--- src/rtl/core/tssd_pkg.sv ---
package tssd_pkg;

    localparam logic [3:0] ST_CLOSED   = 4'd0;
    localparam logic [3:0] ST_LISTEN   = 4'd1;
    localparam logic [3:0] ST_SYN_SENT = 4'd2;
    localparam logic [3:0] ST_FINWAIT1 = 4'd5;

    localparam int FL_SYN_ACKED = 0;
    localparam int FL_FORCE     = 1;
    localparam int FL_IDLE      = 2;
    localparam int FL_AT_ISS    = 3;
    localparam int FL_RTT_RUN   = 4;

    localparam int SF_SYN = 0;
    localparam int SF_ACK = 1;
    localparam int SF_FIN = 2;
    localparam int SF_PSH = 3;

    localparam logic [4:0] HDR_BASE     = 5'd20;
    localparam logic [4:0] HDR_WITH_MSS = 5'd24;

    localparam int CFG_IDX_W  = 3;
    localparam int CFG_DATA_W = 32;

    localparam logic [CFG_IDX_W-1:0] CFG_MSS_IN_USE     = 3'd0;
    localparam logic [CFG_IDX_W-1:0] CFG_SYN_MSS        = 3'd1;
    localparam logic [CFG_IDX_W-1:0] CFG_SYNDATA_ENABLE = 3'd2;
    localparam logic [CFG_IDX_W-1:0] CFG_MAX_WAIT       = 3'd3;
    localparam logic [CFG_IDX_W-1:0] CFG_MIN_RTO        = 3'd4;

    localparam logic [15:0] MSS_RESET     = 16'd536;
    localparam logic [15:0] MIN_RTO_RESET = 16'd500;

    typedef struct packed {
        logic [3:0]  conn_state;
        logic [31:0] snd_una;
        logic [31:0] snd_ptr;
        logic [31:0] snd_nxt;
        logic [15:0] snd_wnd;
        logic [15:0] cwind;
        logic [15:0] send_count;
        logic [15:0] queue_bytes;
        logic [4:0]  flag_bits;
        logic [23:0] srtt;
        logic [23:0] mdev;
        logic [12:0] backoff_factor;
    } in_item_t;

    typedef struct packed {
        logic        send_segment;
        logic [15:0] seg_size;
        logic [15:0] data_bytes;
        logic [3:0]  seg_flags;
        logic [31:0] seg_seq;
        logic [31:0] new_snd_ptr;
        logic [31:0] new_snd_nxt;
        logic [15:0] resent_add;
        logic [15:0] new_cwind;
        logic [31:0] retx_timeout;
        logic        start_rtt;
        logic [4:0]  header_len;
    } out_item_t;

    typedef struct packed {
        logic [15:0] mss_in_use;
        logic        syndata_enable;
        logic [31:0] max_wait;
        logic [15:0] min_rto;
    } tssd_cfg_t;

endpackage

--- src/rtl/core/tssd_decide.sv ---
module tssd_decide
    import tssd_pkg::*;
(
    input  in_item_t  item,
    input  tssd_cfg_t cfg,
    output out_item_t res
);

    logic        synack;
    logic        force_send;
    logic        idle;
    logic        at_iss;
    logic        rtt_run;
    logic        quiet;
    logic [15:0] cw_eff;
    logic [31:0] sent;
    logic [15:0] win_min;
    logic [15:0] usable;
    logic [15:0] avail;
    logic [15:0] ssize_a;
    logic [15:0] ssize_b;
    logic [15:0] ssize;
    logic        syn_flag;
    logic        fin_flag;
    logic        psh_flag;
    logic        send;
    logic [15:0] dsize0;
    logic [15:0] dsize;
    logic [31:0] off;
    logic        short_queue;
    logic [32:0] seq_end;
    logic [31:0] d_nxt;
    logic [15:0] resent;
    logic [31:0] new_ptr;
    logic [31:0] d_new;
    logic [31:0] new_nxt;
    logic [26:0] rto_base;
    logic [39:0] rto_prod;
    logic [31:0] rto_sat;
    logic [31:0] rto_clamp;
    logic [31:0] rto;

    always_comb
    begin
        synack     = item.flag_bits[FL_SYN_ACKED];
        force_send = item.flag_bits[FL_FORCE];
        idle       = item.flag_bits[FL_IDLE];
        at_iss     = item.flag_bits[FL_AT_ISS];
        rtt_run    = item.flag_bits[FL_RTT_RUN];
        quiet      = (item.conn_state == ST_CLOSED) || (item.conn_state == ST_LISTEN);
        cw_eff     = idle ? cfg.mss_in_use : item.cwind;

        sent    = item.snd_ptr - item.snd_una;
        win_min = (item.snd_wnd < cw_eff) ? item.snd_wnd : cw_eff;
        if ({16'd0, win_min} > sent)
        begin
            usable = win_min - sent[15:0];
        end
        else if (win_min == 16'd0 && sent == 32'd0)
        begin
            usable = 16'd1;
        end
        else
        begin
            usable = 16'd0;
        end

        avail   = (sent <= {16'd0, item.send_count}) ? (item.send_count - sent[15:0]) : 16'd0;
        ssize_a = (avail < usable) ? avail : usable;
        if (cfg.mss_in_use < ssize_a)
        begin
            ssize_a = cfg.mss_in_use;
        end

        // The Nagle rule holds back a short segment while data is in flight.
        if (sent != 32'd0 && ssize_a < cfg.mss_in_use
            && !(item.conn_state == ST_FINWAIT1 && ssize_a == avail))
        begin
            ssize_b = 16'd0;
        end
        else
        begin
            ssize_b = ssize_a;
        end

        if (!synack && !cfg.syndata_enable)
        begin
            ssize = (at_iss && ssize_b != 16'd0) ? 16'd1 : 16'd0;
        end
        else
        begin
            ssize = ssize_b;
        end

        send     = !quiet && (ssize != 16'd0 || force_send);
        syn_flag = !synack && at_iss;
        if (syn_flag)
        begin
            dsize0 = (ssize != 16'd0) ? (ssize - 16'd1) : 16'd0;
        end
        else
        begin
            dsize0 = ssize;
        end

        // The data offset skips the SYN while it is still unacknowledged.
        off = (!synack && sent != 32'd0) ? (sent - 32'd1) : sent;
        if ({16'd0, item.queue_bytes} > off)
        begin
            short_queue = (item.queue_bytes - off[15:0]) < dsize0;
        end
        else
        begin
            short_queue = dsize0 != 16'd0;
        end
        fin_flag = (dsize0 != 16'd0) && short_queue;
        dsize    = fin_flag ? (dsize0 - 16'd1) : dsize0;

        seq_end  = {1'b0, sent} + {17'd0, ssize};
        psh_flag = (dsize != 16'd0) && (seq_end == {17'd0, item.send_count});

        d_nxt = item.snd_nxt - item.snd_ptr;
        if (d_nxt != 32'd0 && !d_nxt[31])
        begin
            resent = (d_nxt < {16'd0, ssize}) ? d_nxt[15:0] : ssize;
        end
        else
        begin
            resent = 16'd0;
        end

        new_ptr = item.snd_ptr + {16'd0, ssize};
        d_new   = new_ptr - item.snd_nxt;
        new_nxt = (d_new != 32'd0 && !d_new[31]) ? new_ptr : item.snd_nxt;

        rto_base  = {1'b0, item.mdev, 2'b00} + {3'd0, item.srtt};
        rto_prod  = {27'd0, item.backoff_factor} * {13'd0, rto_base};
        rto_sat   = (rto_prod[39:32] != 8'd0) ? 32'hFFFF_FFFF : rto_prod[31:0];
        rto_clamp = (cfg.max_wait != 32'd0 && rto_sat > cfg.max_wait) ? cfg.max_wait
                                                                      : rto_sat;
        if (ssize == 16'd0)
        begin
            rto = 32'd0;
        end
        else if (rto_clamp < {16'd0, cfg.min_rto})
        begin
            rto = {16'd0, cfg.min_rto};
        end
        else
        begin
            rto = rto_clamp;
        end

        res              = '0;
        res.new_snd_ptr  = item.snd_ptr;
        res.new_snd_nxt  = item.snd_nxt;
        res.new_cwind    = quiet ? item.cwind : cw_eff;
        res.header_len   = HDR_BASE;
        if (send)
        begin
            res.send_segment         = 1'b1;
            res.seg_size             = ssize;
            res.data_bytes           = dsize;
            res.seg_flags[SF_SYN]    = syn_flag;
            res.seg_flags[SF_ACK]    = item.conn_state != ST_SYN_SENT;
            res.seg_flags[SF_FIN]    = fin_flag;
            res.seg_flags[SF_PSH]    = psh_flag;
            res.seg_seq              = item.snd_ptr;
            res.new_snd_ptr          = new_ptr;
            res.new_snd_nxt          = new_nxt;
            res.resent_add           = resent;
            res.retx_timeout         = rto;
            res.start_rtt            = (ssize != 16'd0) && !rtt_run;
            res.header_len           = syn_flag ? HDR_WITH_MSS : HDR_BASE;
        end
    end

endmodule

--- config.mk ---
export PLATFORM = sky130hd
export DESIGN_NAME = tssd_decide
export DESIGN_NICKNAME = d
export VERILOG_FILES = /design/src/rtl/core/tssd_pkg.sv /design/src/rtl/core/tssd_decide.sv
export SDC_FILE = /design/constraint.sdc
export NUM_CORES = 2
export LEC_CHECK = 0
export BUFFER_PORTS_ARGS = -buffer_cell sky130_fd_sc_hd__buf_2
export CAP_MARGIN = 20
export CORE_MARGIN = 1
export CORE_UTILIZATION = 50
export DETAILED_ROUTE_END_ITERATION = 10
export PLACE_DENSITY = 0.72
export REMOVE_ABC_BUFFERS = 1
export SYNTH_ARGS = -nofsm -noshare
export SYNTH_HDL_FRONTEND = slang
export SYNTH_SLANG_ARGS = --single-unit
export TNS_END_PERCENT = 10
--- constraint.sdc ---
create_clock -name vclk -period 27
set_input_delay 1.35 -clock vclk [all_inputs]
set_output_delay 1.35 -clock vclk [all_outputs]
set_load 0.005 [all_outputs]
==> flow_metrics.py <==
metrics = {
    "outcome": {
        "status": "finished clean",
    },
    "min_path": {
        "min_from": "item[65]",
        "holdPathEnd": "res[5]",
        "min_path_cells": 3,
        "hold_path_class": "in2out",
    },
    "worst_setup_path": {
        "worst_setup_path_start_kind": "input pin",
        "slowest_delay_ns": 0.77,
        "crit_path_frequent_cell": "a21oi_1",
        "crit_type": "in2out",
        "critPathLaunch": "item[162]",
        "crit_arrival_ns": 22.33,
        "critPathTopFamily": "compound AO/OA/AOI/OAI gates",
        "worst-path-buf-inv": 11,
        "endpoint_kind": "output pin",
        "worstPathMaxFanout": 38,
        "slowest_stage": "nor2_1",
        "cp.required_ns": 25.65,
    },
    "cells_and_area": {
        "final-seq-area_sq_um": 0,
        "layout.clock_buffers": 0,
        "areaGrowthSynthToFinish_pct": 10.37,
        "seq_cell_count": 0,
        "final_util_pct": 56.10,
        "drive_gt1_share_pct": 14.10,
        "final_nets": 5770,
        "finalInstanceArea_sq_um": 34810,
    },
    "job": {
        "maxCapViolations": 0,
    },
    "synthesis": {
        "synth_cells": 4384,
        "post-synth-top-area-cell": "fa_1",
        "yosysUniqueCellTypes": 115,
        "yosys_warnings": 0,
        "netlist.area_leader.share_pct": 18.02,
        "ys_seq_area_share_pct": 0,
        "syn_area_sq_um": 31540,
        "avgSynthCellArea_sq_um": 7.195,
        "synthTopCellsByArea": "fa_1 (18%), ha_1 (17%), inv_1 (7.1%)",
    },
    "die": {
        "die_h_um": 253.2,
        "die_x_um": 253.2,
        "start_util_pct": 50.83,
        "rows": 91,
        "ios": 498,
        "core-area_sq_um": 62050,
        "die-area_sq_um": 64100,
    },
    "timing": {
        "timing.final.crit_period_ns": 23.68,
        "rsz0062_at_grt": "no",
        "setup_viol": 0,
        "tns_ns": 0,
        "slew_headroom_pct": 21.83,
        "final-hold-violation-count": 0,
        "finalCritPeriodShare_pct": 87.69,
        "finalMaxSlewViolations": 0,
        "tightest_slew_ns": 1.170,
        "fmax_mhz": 42.24,
    },
    "power_and_ir_drop": {
        "powerDensity_nw_per_um2": 119.5,
        "p_leak_uw": 0.01750,
        "ir_worst_vdd_v": 0.0002727,
    },
    "placed_design": {
        "place_area_sq_um": 34720,
        "hpwl_um": 93730,
        "globalplace.congestion": 1.124,
        "portBuffers": 495,
    },
    "route": {
        "antenna_left": 0,
        "via_per_inst": 5.945,
        "detail_route.wirelength_um": 111900,
        "drt_iter0_drc": 2358,
        "num_vias": 33330,
        "drt_pass1_iterations": 7,
        "drc": 0,
        "routedWlPerCell_um": 19.96,
    },
    "grt": {
        "grt_pass1_wl_um": 172900,
        "grt_pass1_vias": 31600,
        "overflow": 0,
        "antenna_found_initial": 16,
        "grtUsageTotal_pct": 34.04,
        "grt_max_degree": 46,
    },
    "cts": {
        "cts_setup_buffers": 0,
        "postCtsHoldBufs": 0,
        "ctsResizeCount": 0,
    },
}
==> how the worst max path moves through the flow <==
stage	to	depth (start not counted)	slack [ns]
final	res[79]	90	3.32
after global routing	res[71]	89	1.77
after CTS	res[79]	89	3.57
after detailed placement	res[79]	89	3.60
after global placement	res[89]	89	4.08
after floorplan	res[10]	71	2.43
==> cell usage in the layout, fill, tap and decap left out, types with 10 or more instances in the layout <==
| cell | count |
|---|---|
| a2111oi_0 | 12 |
| a211o_1 | 13 |
| a211oi_1 | 52 |
| a21boi_0 | 29 |
| a21o_1 | 99 |
| a21oi_1 | 253 |
| a22oi_1 | 16 |
| a31oi_1 | 44 |
| and2_1 | 159 |
| and3_1 | 27 |
| and4_1 | 16 |
| buf_2 | 495 |
| buf_4 | 42 |
| diode_2 | 17 |
| fa_1 | 284 |
| ha_1 | 437 |
| inv_1 | 596 |
| mux2_2 | 47 |
| mux2i_1 | 61 |
| nand2_1 | 503 |
| nand2b_1 | 57 |
| nand3_1 | 95 |
| nand4_1 | 66 |
| nor2_1 | 364 |
| nor2b_1 | 47 |
| nor3_1 | 66 |
| nor4_1 | 33 |
| o2111ai_1 | 11 |
| o211ai_1 | 32 |
| o21a_1 | 41 |
| o21ai_0 | 197 |
| o21bai_1 | 44 |
| o22ai_1 | 14 |
| o31ai_1 | 10 |
| or2_2 | 22 |
| or3_1 | 24 |
| or4_1 | 11 |
| xnor2_1 | 175 |
| xor2_1 | 57 |
==> report_power, final <==
part	total, uW	switching, uW	internal, uW
registers	0	0	0
logic	4160	2420	1740
clock network	0.0000820	0	0.0000818
total	4160	2420	1740
==> cells in the mapped netlist (22+ instances only) <==
| master | number |
|---|---|
| a211oi_1 | 53 |
| a21boi_0 | 29 |
| a21o_1 | 99 |
| a21oi_1 | 255 |
| a31oi_1 | 44 |
| and2_1 | 159 |
| and3_1 | 27 |
| clkbuf_1 | 143 |
| fa_1 | 284 |
| ha_1 | 437 |
| inv_1 | 596 |
| mux2_2 | 47 |
| mux2i_1 | 61 |
| nand2_1 | 503 |
| nand2b_1 | 57 |
| nand3_1 | 95 |
| nand4_1 | 66 |
| nor2_1 | 364 |
| nor2b_1 | 47 |
| nor3_1 | 67 |
| nor4_1 | 33 |
| o211ai_1 | 32 |
| o21a_1 | 41 |
| o21ai_0 | 197 |
| o21bai_1 | 44 |
| or2_2 | 22 |
| or3_1 | 24 |
| xnor2_1 | 175 |
| xor2_1 | 57 |
==> cell families (layout without fill, tap and decap cells) <==
| logic type | Yosys count | count (layout) | synth area share, % |
|---|---|---|---|
| multiplexers | 109 | 109 | 3.649 |
| other | 2 | 20 | 0.02381 |
| adder cells (fa/ha/maj) | 721 | 721 | 35.36 |
| buffers and inverters | 772 | 1139 | 9.397 |
| AO/OA/AOI/OAI | 994 | 994 | 20.96 |
| AND/OR/NAND/NOR | 1552 | 1552 | 24.04 |
| XOR/XNOR | 234 | 234 | 6.569 |
==> layout make-up <==
class,count,area [sq um]
fill,6105,27240
timing repair buffer,539,2823
tap,837,1047
inverter,600,2252
antenna,17,42.54
multi-input combinational,3613,28650
==> stage by stage <==
step	setup slack, ns	total power, uW	instances	hold slack, ns
2_1_floorplan	2.432	3132	4213	2.731
3_3_place_gp	4.080	4077	5584	2.918
3_5_place_dp	3.595	4132	5584	2.918
4_1_cts	3.568	4160	5584	2.918
5_1_grt	1.773	4695	5598	2.931
6_report	3.324	4161	5606	2.915
==> per-layer routing <==
metal  vias to the layer above  global-route usage, %  wire length (um)
li1                      15760                      -                 -
met1                     15820                  44.58             46920
met3                       262                  4.821              9327
met2                      1480                  55.64             50290
met5                         -                      0                32
met4                         6                  14.74              5318
==> tightest hold or removal path: cells and delay by family <==
kind                   cells  cell delay [ns]
buffers and inverters      2             0.18
and+or+nand+nor            1             0.03
Note: power is estimated with default switching activity, not from simulation.
